<file path="src/rtl/core/cht_pkg.sv">
package cht_pkg;

    // Width of the reported chain position; wider positions wrap.
    localparam int POS_W = 7;

    // Operation codes carried on s_axis_tuser
    localparam logic FUNC_INSERT = 1'b0;
    localparam logic FUNC_SEARCH = 1'b1;

    typedef enum logic [2:0] {
        ST_IDLE,
        ST_HASH,
        ST_HEAD_RD,
        ST_HEAD_USE,
        ST_WALK,
        ST_RESP
    } state_t;

    // Controller -> datapath
    typedef struct packed {
        logic load;        // capture the input transfer
        logic hash_step;   // fold one key byte into the bucket remainder
        logic head_rd;     // read the bucket head
        logic ins_write;   // link a new node at the chain head
        logic walk_start;  // read the first node of the chain
        logic walk_step;   // follow the link to the next node
        logic res_load;    // latch the outcome of the operation
        logic res_found;
        logic res_full;
        logic out_load;    // move the outcome into the output register
    } cmd_t;

    // Datapath -> controller
    typedef struct packed {
        logic hash_last;   // last key byte is being folded
        logic is_search;
        logic full;        // node pool exhausted
        logic head_empty;  // bucket chain is empty
        logic key_match;   // node just read holds the key
        logic walk_end;    // no further node to visit
    } sts_t;

endpackage

</file>
<file path="src/rtl/core/cht_ram.sv">
module cht_ram #(
    parameter int WIDTH = 8,
    parameter int DEPTH = 16
) (
    input  logic                                   aclk,
    input  logic                                   we,
    input  logic [((DEPTH > 1) ? $clog2(DEPTH) : 1)-1:0] waddr,
    input  logic [WIDTH-1:0]                       wdata,
    input  logic                                   re,
    input  logic [((DEPTH > 1) ? $clog2(DEPTH) : 1)-1:0] raddr,
    output logic [WIDTH-1:0]                       rdata
);

    logic [WIDTH-1:0] mem [DEPTH];
    logic [WIDTH-1:0] rdata_reg;

    always_ff @(posedge aclk) begin
        if (we) begin
            mem[waddr] <= wdata;
        end
        if (re) begin
            rdata_reg <= mem[raddr];
        end
    end

    assign rdata = rdata_reg;

endmodule

</file>
<file path="src/rtl/core/cht_ctrl.sv">
module cht_ctrl (
    input  logic          aclk,
    input  logic          aresetn,
    input  logic          s_axis_tvalid,
    output logic          s_axis_tready,
    output logic          m_axis_tvalid,
    input  logic          m_axis_tready,
    input  cht_pkg::sts_t sts,
    output cht_pkg::cmd_t cmd
);

    import cht_pkg::*;

    state_t state_reg, state_next;
    logic   m_valid_reg, m_valid_next;

    always_ff @(posedge aclk) begin
        if (!aresetn) begin
            state_reg   <= ST_IDLE;
            m_valid_reg <= 1'b0;
        end else begin
            state_reg   <= state_next;
            m_valid_reg <= m_valid_next;
        end
    end

    always_comb begin
        state_next = state_reg;
        cmd        = '0;
        case (state_reg)
            ST_IDLE: begin
                if (s_axis_tvalid) begin
                    cmd.load   = 1'b1;
                    state_next = ST_HASH;
                end
            end
            ST_HASH: begin
                cmd.hash_step = 1'b1;
                if (sts.hash_last) begin
                    state_next = ST_HEAD_RD;
                end
            end
            ST_HEAD_RD: begin
                cmd.head_rd = 1'b1;
                state_next  = ST_HEAD_USE;
            end
            ST_HEAD_USE: begin
                if (!sts.is_search) begin
                    cmd.res_load  = 1'b1;
                    cmd.res_full  = sts.full;
                    cmd.ins_write = !sts.full;
                    state_next    = ST_RESP;
                end else if (sts.head_empty) begin
                    cmd.res_load = 1'b1;
                    state_next   = ST_RESP;
                end else begin
                    cmd.walk_start = 1'b1;
                    state_next     = ST_WALK;
                end
            end
            ST_WALK: begin
                if (sts.key_match) begin
                    cmd.res_load  = 1'b1;
                    cmd.res_found = 1'b1;
                    state_next    = ST_RESP;
                end else if (sts.walk_end) begin
                    cmd.res_load = 1'b1;
                    state_next   = ST_RESP;
                end else begin
                    cmd.walk_step = 1'b1;
                end
            end
            ST_RESP: begin
                // hold until the output register is free
                if (!m_valid_reg || m_axis_tready) begin
                    cmd.out_load = 1'b1;
                    state_next   = ST_IDLE;
                end
            end
            default: begin
                state_next = ST_IDLE;
            end
        endcase
    end

    always_comb begin
        if (cmd.out_load) begin
            m_valid_next = 1'b1;
        end else if (m_axis_tready) begin
            m_valid_next = 1'b0;
        end else begin
            m_valid_next = m_valid_reg;
        end
    end

    assign s_axis_tready = (state_reg == ST_IDLE);
    assign m_axis_tvalid = m_valid_reg;

    a_resp_holds: assert property (@(posedge aclk) disable iff (!aresetn)
        state_reg == ST_RESP && m_valid_reg && !m_axis_tready |=> state_reg == ST_RESP)
        else $error("result dropped while output stalled");

    a_hash_ends: assert property (@(posedge aclk) disable iff (!aresetn)
        state_reg == ST_HASH && sts.hash_last |=> state_reg == ST_HEAD_RD)
        else $error("hash did not hand over to head read");

    a_outcome_resp: assert property (@(posedge aclk) disable iff (!aresetn)
        cmd.res_load |=> state_reg == ST_RESP)
        else $error("outcome latched without entering response");

endmodule

</file>
<file path="src/rtl/core/cht_dp.sv">
module cht_dp #(
    parameter int BUCKETS    = 7,
    parameter int POOL_DEPTH = 64,
    parameter int KEY_BITS   = 31
) (
    input  logic                             aclk,
    input  logic                             aresetn,
    input  logic [((KEY_BITS + 7) / 8)*8-1:0] s_axis_tdata,
    input  logic                             s_axis_tuser,
    output logic [15:0]                      m_axis_tdata,
    input  cht_pkg::cmd_t                    cmd,
    output cht_pkg::sts_t                    sts
);

    import cht_pkg::*;

    localparam int KDW    = ((KEY_BITS + 7) / 8) * 8;
    localparam int DIGITS = KDW / 8;
    localparam int DCW    = (DIGITS > 1) ? $clog2(DIGITS) : 1;
    localparam int REM_W  = $clog2(BUCKETS + 1);
    localparam int WORK_W = REM_W + 8;
    localparam int BW     = (BUCKETS > 1) ? $clog2(BUCKETS) : 1;
    localparam int IW     = $clog2(POOL_DEPTH);
    localparam int LW     = $clog2(POOL_DEPTH + 1);
    localparam int CNT_W  = (LW > POS_W) ? LW : POS_W;
    localparam logic [LW-1:0] NULL_IDX = LW'(POOL_DEPTH);

    logic                func_reg;
    logic [KEY_BITS-1:0] key_reg;
    logic [KDW-1:0]      key_sh_reg;
    logic [DCW-1:0]      dig_cnt_reg;
    logic [REM_W-1:0]    rem_reg, rem_next;
    logic [WORK_W-1:0]   work;
    logic [LW-1:0]       nodes_used_reg;
    logic [BUCKETS-1:0]  head_vld_reg;
    logic [CNT_W-1:0]    pos_reg;
    logic                res_found_reg, res_full_reg;
    logic [POS_W-1:0]    res_pos_reg;
    logic [15:0]         m_tdata_reg;

    logic [BW-1:0]              bucket;
    logic [LW-1:0]              head_rdata, head_val;
    logic [KEY_BITS+LW-1:0]     node_rdata;
    logic [KEY_BITS-1:0]        node_key_rd;
    logic [LW-1:0]              node_link_rd;
    logic [IW-1:0]              node_raddr;

    // Fold the top key byte into the remainder: r*256 + byte < 256*BUCKETS,
    // so eight conditional subtracts of BUCKETS<<j bring it below BUCKETS.
    always_comb begin
        work = {rem_reg, key_sh_reg[KDW-1 -: 8]};
        for (int j = 7; j >= 0; j--) begin
            if (work >= (WORK_W'(BUCKETS) << j)) begin
                work = work - (WORK_W'(BUCKETS) << j);
            end
        end
        rem_next = work[REM_W-1:0];
    end

    always_ff @(posedge aclk) begin
        if (cmd.load) begin
            func_reg    <= s_axis_tuser;
            key_reg     <= s_axis_tdata[KEY_BITS-1:0];
            key_sh_reg  <= KDW'(s_axis_tdata[KEY_BITS-1:0]);
            dig_cnt_reg <= '0;
            rem_reg     <= '0;
        end else if (cmd.hash_step) begin
            key_sh_reg  <= key_sh_reg << 8;
            dig_cnt_reg <= dig_cnt_reg + 1'b1;
            rem_reg     <= rem_next;
        end
    end

    assign bucket = rem_reg[BW-1:0];

    always_ff @(posedge aclk) begin
        if (!aresetn) begin
            nodes_used_reg <= '0;
            head_vld_reg   <= '0;
        end else if (cmd.ins_write) begin
            nodes_used_reg       <= nodes_used_reg + 1'b1;
            head_vld_reg[bucket] <= 1'b1;
        end
    end

    cht_ram #(
        .WIDTH (LW),
        .DEPTH (BUCKETS)
    ) u_head_ram (
        .aclk  (aclk),
        .we    (cmd.ins_write),
        .waddr (bucket),
        .wdata (nodes_used_reg),
        .re    (cmd.head_rd),
        .raddr (bucket),
        .rdata (head_rdata)
    );

    // An untouched bucket reads as an empty chain.
    assign head_val = head_vld_reg[bucket] ? head_rdata : NULL_IDX;

    assign node_key_rd  = node_rdata[KEY_BITS-1:0];
    assign node_link_rd = node_rdata[KEY_BITS+LW-1:KEY_BITS];
    assign node_raddr   = cmd.walk_start ? head_val[IW-1:0] : node_link_rd[IW-1:0];

    cht_ram #(
        .WIDTH (KEY_BITS + LW),
        .DEPTH (POOL_DEPTH)
    ) u_node_ram (
        .aclk  (aclk),
        .we    (cmd.ins_write),
        .waddr (nodes_used_reg[IW-1:0]),
        .wdata ({head_val, key_reg}),
        .re    (cmd.walk_start || cmd.walk_step),
        .raddr (node_raddr),
        .rdata (node_rdata)
    );

    always_ff @(posedge aclk) begin
        if (cmd.walk_start) begin
            pos_reg <= CNT_W'(1);
        end else if (cmd.walk_step) begin
            pos_reg <= pos_reg + 1'b1;
        end
    end

    always_ff @(posedge aclk) begin
        if (cmd.res_load) begin
            res_found_reg <= cmd.res_found;
            res_full_reg  <= cmd.res_full;
            res_pos_reg   <= cmd.res_found ? pos_reg[POS_W-1:0] : '0;
        end
        if (cmd.out_load) begin
            m_tdata_reg <= {7'd0, res_full_reg, res_pos_reg, res_found_reg};
        end
    end

    assign m_axis_tdata = m_tdata_reg;

    always_comb begin
        sts.hash_last  = (dig_cnt_reg == DCW'(DIGITS - 1));
        sts.is_search  = (func_reg == FUNC_SEARCH);
        sts.full       = (nodes_used_reg == NULL_IDX);
        sts.head_empty = (head_val >= nodes_used_reg);
        sts.key_match  = (node_key_rd == key_reg);
        sts.walk_end   = (node_link_rd >= nodes_used_reg) ||
                         (pos_reg >= CNT_W'(POOL_DEPTH));
    end

    a_no_write_full: assert property (@(posedge aclk) disable iff (!aresetn)
        cmd.ins_write |-> !sts.full)
        else $error("node written into a full pool");

    a_pool_grows_by_one: assert property (@(posedge aclk) disable iff (!aresetn)
        $past(aresetn) && nodes_used_reg != $past(nodes_used_reg) |->
            nodes_used_reg == $past(nodes_used_reg) + 1'b1 && $past(cmd.ins_write))
        else $error("pool count changed without a single insert");

    a_walk_bounded: assert property (@(posedge aclk) disable iff (!aresetn)
        cmd.walk_step |-> pos_reg < CNT_W'(POOL_DEPTH))
        else $error("chain walk ran past the pool depth");

endmodule

</file>
<file path="src/rtl/core/chained_hash_table_unit.sv">
// Hash table with separate chaining over a fixed pool of nodes.
// Input channel (s_axis_*): s_axis_tuser selects the operation (0 insert,
// 1 search) and s_axis_tdata carries the key. The bucket is key modulo
// BUCKETS. An insert takes the next free node and links it at the head of
// its bucket's chain; once the pool is used up the insert is dropped and
// pool_full is returned. A search walks the chain from the head.
// Result channel (m_axis_*): one transfer per input transfer, in order,
// carrying found, the 1-based position of the first match, and pool_full.
// Timing: one item at a time. The bucket is formed one key byte per cycle,
// then the bucket head is read from its registered memory. An insert then
// finishes with its result. A search visits one node per cycle from the
// node memory's registered read port, and a chain walk visits at most
// POOL_DEPTH nodes.
// Reset empties every bucket and the pool; node memory is not cleared.
// A stalled result waits in the output register; the next item is accepted
// and processed meanwhile, and its result waits until the register frees.
module chained_hash_table_unit #(
    parameter int BUCKETS    = 7,
    parameter int POOL_DEPTH = 64,
    parameter int KEY_BITS   = 31
) (
    input  logic                              aclk,
    input  logic                              aresetn,
    // input channel
    input  logic                              s_axis_tvalid,
    output logic                              s_axis_tready,
    input  logic [((KEY_BITS + 7) / 8)*8-1:0] s_axis_tdata,  // key, zero pad
    input  logic                              s_axis_tuser,  // func
    // result channel
    output logic                              m_axis_tvalid,
    input  logic                              m_axis_tready,
    output logic [15:0]                       m_axis_tdata   // found, position[7], pool_full, pad
);

    import cht_pkg::*;

    cmd_t cmd;
    sts_t sts;

    // Sequence each operation: hash, head read, insert or chain walk, result.
    cht_ctrl u_ctrl (
        .aclk          (aclk),
        .aresetn       (aresetn),
        .s_axis_tvalid (s_axis_tvalid),
        .s_axis_tready (s_axis_tready),
        .m_axis_tvalid (m_axis_tvalid),
        .m_axis_tready (m_axis_tready),
        .sts           (sts),
        .cmd           (cmd)
    );

    // Hold the key, bucket remainder, head and node memories, and the result.
    cht_dp #(
        .BUCKETS    (BUCKETS),
        .POOL_DEPTH (POOL_DEPTH),
        .KEY_BITS   (KEY_BITS)
    ) u_dp (
        .aclk         (aclk),
        .aresetn      (aresetn),
        .s_axis_tdata (s_axis_tdata),
        .s_axis_tuser (s_axis_tuser),
        .m_axis_tdata (m_axis_tdata),
        .cmd          (cmd),
        .sts          (sts)
    );

endmodule
</file>
<file path="config.mk">
export PLATFORM = sky130hd
export DESIGN_NAME = chained_hash_table_unit
export DESIGN_NICKNAME = d
export VERILOG_FILES = /design/src/rtl/core/cht_pkg.sv /design/src/rtl/core/cht_ram.sv /design/src/rtl/core/cht_ctrl.sv /design/src/rtl/core/cht_dp.sv /design/src/rtl/core/chained_hash_table_unit.sv
export SDC_FILE = /design/constraint.sdc
export NUM_CORES = 2
export LEC_CHECK = 0
export BUFFER_PORTS_ARGS = -buffer_cell sky130_fd_sc_hd__buf_2
export CORE_ASPECT_RATIO = 1.4
export CORE_MARGIN = 5
export CORE_UTILIZATION = 35
export DETAILED_ROUTE_END_ITERATION = 6
export GPL_TIMING_DRIVEN = 0
export PLACE_DENSITY = 0.59
export SKIP_CTS_REPAIR_TIMING = 1
export SLEW_MARGIN = 25
export SYNTH_ARGS = -nofsm -noshare
export SYNTH_HDL_FRONTEND = slang
export SYNTH_SLANG_ARGS = --single-unit
</file>
<file path="constraint.sdc">
create_clock -name aclk -period 9.4 [get_ports aclk]
set_input_delay 0.47 -clock aclk [delete_from_list [all_inputs] [get_ports aclk]]
set_output_delay 0.47 -clock aclk [all_outputs]
set_load 0.005 [all_outputs]
</file>
; Word level (Yosys, flattened, before mapping)
; Memory sizes are Yosys's and may differ from the RTL's. A register that Yosys moved wholly into a read port is not among the register bits.
; Index checks and enable logic that the tools add are counted.
[totals]
register_bits = 112
ramBits = 2481
in_bits = 37
out_inout_bits = 18
word_cells = 114
mem_count = 2
[mem_list]
columns = memory, words, word_bits, read_ports, rd_ports_with_merged_regs, wr, line
row1 = u_dp.u_node_ram.mem, 64, 38, 1, 1, 1, cht_ram.sv:14  ; logic [WIDTH-1:0] mem [DEPTH];
row2 = u_dp.u_head_ram.mem, 7, 7, 1, 1, 1, cht_ram.sv:14
[op_classes]
addsub = 11
n_lt_le_gt_ge = 13
n_eq_ne = 12
n_mux = 48
bitwise_logic = 2
n_reduce_logical = 11
[ops]
columns = cell, n
row1 = 11-bit two-way mux, 7
row2 = 31-bit two-way mux, 2
row3 = 31-bit equality test, 1
row4 = 1-bit two-way mux, 26
row5 = 3-bit two-way mux, 6
row6 = 3-bit one-hot mux with 6 select lines, 1
row7 = "7-bit by 1-bit adder with 7-bit output, second input constant", 2
row8 = 7-bit >= comparator, 2
row9 = "11-bit by 10-bit >= comparator with 1-bit output, second input constant", 1
row10 = "11-bit by 3-bit >= comparator with 1-bit output, second input constant", 1
row11 = "11-bit by 4-bit >= comparator with 1-bit output, second input constant", 1
row12 = "11-bit by 5-bit >= comparator with 1-bit output, second input constant", 1
row13 = "11-bit by 6-bit >= comparator with 1-bit output, second input constant", 1
row14 = "11-bit by 7-bit >= comparator with 1-bit output, second input constant", 1
row15 = "11-bit by 8-bit >= comparator with 1-bit output, second input constant", 1
row16 = "11-bit by 9-bit >= comparator with 1-bit output, second input constant", 1
row17 = "11-bit by 10-bit subtractor with 11-bit output, second input constant", 1
row18 = "11-bit by 4-bit subtractor with 11-bit output, second input constant", 1
row19 = "11-bit by 5-bit subtractor with 11-bit output, second input constant", 1
row20 = "11-bit by 6-bit subtractor with 11-bit output, second input constant", 1
row21 = "11-bit by 7-bit subtractor with 11-bit output, second input constant", 1
row22 = "11-bit by 8-bit subtractor with 11-bit output, second input constant", 1
row23 = "11-bit by 9-bit subtractor with 11-bit output, second input constant", 1
row24 = "7-bit equality test, second input constant", 1
row25 = 27 further kinds, 34

; Longest topological paths before layout
[logic_depth]
word_depth = 16
depth_mapped = 49
mapped_depth_nobuf = 44

; By module
; A second synthesis with hierarchy kept.
[unflattened]
cells_unflattened = 4841
area_unflattened_um2 = 103137.7
[by_module_without_submodules]
columns = mod, instances, cells_per_inst, area_per_inst_um2, seq_area_each_um2
row1 = cht_ram (u_dp.u_node_ram), 1, 3989, 93319.5, 74171.1
row2 = cht_dp, 1, 696, 7206.9, 2972.9
row3 = cht_ram (u_dp.u_head_ram), 1, 118, 2298.5, 1681.6
row4 = cht_ctrl, 1, 38, 312.8, 80.1

; Least setup slack after synthesis
; Ideal clock, no wire load.
[synth_path]
kind = reg-to-reg
start = register u_dp.key_sh_reg[25]
end = register u_dp.rem_reg[1] (netlist: u_dp.bucket[1])
setup_time_ps = 116
arrival_time_ps = 9312
required_ps = 9284
slack_ps = -27
path_stages_with_launch = 49
n_path_buf = 5
period_less_slack_ps = 9427
cell_sequence = edfxtp_1 > buf_6 > nor4_4 > nand4_1 > nand2_1 > inv_1 > ha_1 > clkbuf_1 > nor2b_1 > a22oi_1 > nor3_1 > or4b_2 > nand2_1 > ha_1 > inv_1 > a31oi_1 > and3_1 > buf_6 > (+13 left out) > ha_1 > nand3_1 > nor4_2 > o2111ai_1 > and4_1 > buf_4 > xnor2_1 > ha_1 > a2111oi_4 > nand2_2 > xor2_1 > ha_1 > nor2_1 > nor2_1 > a21boi_0 > mux2_2 > a32o_1 > a31o_1
[synth_between]
elab_chain_len = 16
[synth_lines]
columns = element, line
row1 = from (decl), cht_dp.sv:30  ; logic [KDW-1:0] key_sh_reg;
row2 = from (signal assigned), cht_dp.sv:64  ; key_sh_reg <= KDW'(s_axis_tdata[KEY_BITS-1:0]);
row3 = from (signal assigned), cht_dp.sv:68  ; key_sh_reg <= key_sh_reg << 8;
row4 = 11-bit by 10-bit subtractor with 11-bit output / 11-bit by 10-bit >= comparator with 1-bit output (equally long branches), "cht_dp.sv:54, cht_dp.sv:53"
row5 = 11-bit two-way mux (*), cht_dp.sv:53  ; if (work >= (WORK_W'(BUCKETS) << j)) begin
row6 = 11-bit by 9-bit subtractor with 11-bit output / 11-bit by 9-bit >= comparator with 1-bit output (equally long branches), "cht_dp.sv:54, cht_dp.sv:53"
row7 = 11-bit two-way mux (*), cht_dp.sv:53
row8 = 11-bit by 8-bit subtractor with 11-bit output / 11-bit by 8-bit >= comparator with 1-bit output (equally long branches), "cht_dp.sv:54, cht_dp.sv:53"
row9 = 11-bit two-way mux (*), cht_dp.sv:53
row10 = 11-bit by 7-bit subtractor with 11-bit output / 11-bit by 7-bit >= comparator with 1-bit output (equally long branches), "cht_dp.sv:54, cht_dp.sv:53"
row11 = 11-bit two-way mux (*), cht_dp.sv:53
row12 = 11-bit by 6-bit subtractor with 11-bit output / 11-bit by 6-bit >= comparator with 1-bit output (equally long branches), "cht_dp.sv:54, cht_dp.sv:53"
row13 = 11-bit two-way mux (*), cht_dp.sv:53
row14 = 11-bit by 5-bit subtractor with 11-bit output / 11-bit by 5-bit >= comparator with 1-bit output (equally long branches), "cht_dp.sv:54, cht_dp.sv:53"
row15 = 11-bit two-way mux (*), cht_dp.sv:53
row16 = 11-bit by 4-bit subtractor with 11-bit output / 11-bit by 4-bit >= comparator with 1-bit output (equally long branches), "cht_dp.sv:54, cht_dp.sv:53"
row17 = 11-bit two-way mux (*), cht_dp.sv:53
row18 = 11-bit by 3-bit >= comparator with 1-bit output / 3-bit subtractor (equally long branches), "cht_dp.sv:53, cht_dp.sv:54"
row19 = 3-bit two-way mux (*), cht_dp.sv:53
row20 = to (signal assigned), cht_dp.sv:70  ; rem_reg <= rem_next;
row21 = to (decl), cht_dp.sv:32  ; logic [REM_W-1:0] rem_reg, rem_next;
; Every way passes the cells marked *; elsewhere a longest branch is shown, timed or not.
; A chain may end at the register's enable or synchronous reset.

; Final worst setup path
; Ends and elaborated chain as after synthesis.

==> results.cfg <==
[die]
die_y_um = 662
rows = 239
die_x_um = 476
core_area_um2 = 303000
ios = 55
start_util = 0.351
die_area_um2 = 315000

[critical_path]
arrival_ps = 10000
cpMostUsedCell = ha_4
crit_type = flop to flop
crit_path_top_delay_cell = or4b_4
required_ps = 10180
endpoint_kind = flop
cp_max_fo = 6
startpoint_type = flop
critPathMaxStageDelay_ps = 520

[pwr]
p_comb_frac = 0.165
p_int_uw = 20500
p_per_area_nw_per_um2 = 219
pwr-share-clk = 0.353
swShare = 0.261
power_uw = 27700
power_frac_seq = 0.482
peakVddDrop_mv = 0.291
p_leak_uw = 0.0424
power.switching_uw = 7230

[layout]
largest_reg_flops = 2432
finalNonFillerCells = 12900
layout-drive-gt1-share = 0.113
layout.nets = 8825
final_util = 0.417
syn_to_final_growth_pct = 18.8

[place]
io_buffers = 45
dp_slack_ps = -1690
post-dp-hpwl_mm = 269
gp_congestion = 0.958
numPlacedInstances = 12400

[timing]
setup-violations-final = 0
final.setup_skew_ps = 80.6
worst_pin_slew_ps = 1220
final-hold-violation-count = 0
slew_violations = 0
rsz0062_at_grt = true
fmax_mhz = 108
tns_ps = 0
finalCritPeriodShare = 0.982
max-slew-margin-rel = 0.185
period_needed_ps = 9230
fin_ws_ps = 172

[global_route]
grt_max_degree = 59
globalRouteOverflowTotal = 0
grt_usage = 0.221
grt_pass1_wl_mm = 503
grt_pass1_vias = 70100
antenna_found_initial = 17

[cts]
clk_pin_slew_ps = 70
cts.sinks = 2638
clk_path_buf_depth = 4
root_buffer = clkbuf_16
clock_latency_ps = 930
cts_buffers = 234
cts_tree = built
h-tree-depth = 4

[yosys]
syn_area_um2 = 106000
synth_edf_count = 2607
synth_top_area_cell = edfxtp_1
yosysUniqueCellTypes = 98
synth_area_leaders = edfxtp_1, nand2_1, a311oi_1
synth_common_cells = edfxtp_1, nand2_1, nand3_1
avgSynthCellArea_um2 = 13.1
syn-instance-count = 8148
ys.flop_type = edfxtp_1
synth_top_area_frac = 0.736
ys_async_sr_fraction = 0
ys_seq_area_frac = 0.741
yosysMostFrequentCell = edfxtp_1
ys_warn_count = 0
synth-seq-cells = 2638

[detailed_routing]
wl_per_cell_um = 27.9
drt_iter0_drc = 7758
wirelength_mm = 360
drtAntennaViolNets = 0
drt_first_pass_iters = 6
num_vias = 71800
vias_per_cell = 5.55
drcViolationCount = 0

[run]
cap_violations = 0

[run_status]
status = finished, final reports clean

[min_path]
hp-class = input pin to flop
worst max-delay path: cells and delay by family, from the launching register on:
| family | cells | cell delay, ps |
|---|---|---|
| DFF | 1 | 400 |
| buffers and inverters | 5 | 540 |
| adders and majority gates | 7 | 1310 |
| AOI/OAI and AO/OA | 9 | 2020 |
| xor gates and xnor gates | 4 | 880 |
| and+or+nand+nor | 18 | 3570 |
| muxes | 2 | 360 |
through the flow:
stage | area, um^2 | hold slack, ps
finish | 126000 | 88.0
global route | 126000 | 127
CTS | 125000 | -300
detailed placement | 118000 | 406
global placement | 112000 | 401
floorplan | 106000 | 400
power by group through the flow:
stage	registers, uW	clock network, uW	logic (uW)
after floorplan	13700	0	2430
after global placement	14100	0	3190
after detailed placement	13600	0	4020
after CTS	13300	9860	4040
after global routing	13300	10300	4910
final	13300	9790	4570
final cells by class:
| type | instances | area (um^2) |
|---|---|---|
| inverters | 20 | 75.1 |
| multi-input cells | 4927 | 26700 |
| clock buffers | 275 | 6130 |
| well taps | 3976 | 4970 |
| repair buffers | 374 | 5910 |
| flip-flops and latches | 2638 | 78900 |
| plain buffers | 567 | 2270 |
| clock inverters | 143 | 1450 |
| fillers | 27400 | 177000 |
| diodes | 6 | 15.0 |
path summary, 6_finish.rpt:
path,from,depth (start not counted),slack (ps),end
max reg2reg,u_dp.key_sh_reg[25],45,170,u_dp.bucket[1]
min reg2reg,u_dp.res_found_reg,0,420,u_dp.m_axis_tdata[0]
min,m_axis_tready,5,90,u_ctrl.state_reg[2]
max,u_dp.key_sh_reg[25],45,170,u_dp.bucket[1]
cells by family after synthesis:
kind of cell | count (synthesis) | synth area share
compound gates | 997 | 0.0717
xor+xnor | 50 | 0.00411
fa+ha+maj | 26 | 0.00306
buf+inv | 589 | 0.0214
flops | 2638 | 0.741
mux | 44 | 0.00466
other cells | 1 | 0.0000352
simple gates | 3803 | 0.154
routing by layer:
metal  track usage  share of wire  up-vias
met5             0              0        -
met4         0.193           0.11        0
met3        0.0343          0.061      858
met2         0.382           0.50     3094
met1         0.234           0.33    36300
li1              -              -    31600
cell usage in the layout (no fill, tap or decap), drive strengths merged, types with 27 or more instances in the layout:
master	n
o21ai	27
clkbuf	788
nand3	644
bufinv	29
edfxtp	2607
a31oi	158
a21oi	132
clkinv	100
mux2i	27
dfxtp	31
and3	327
a211oi	120
nor3	59
a311oi	457
buf	393
dlygate4sd3	34
nand2	2557
nor2	108
Power figures use the tool's default switching activity.
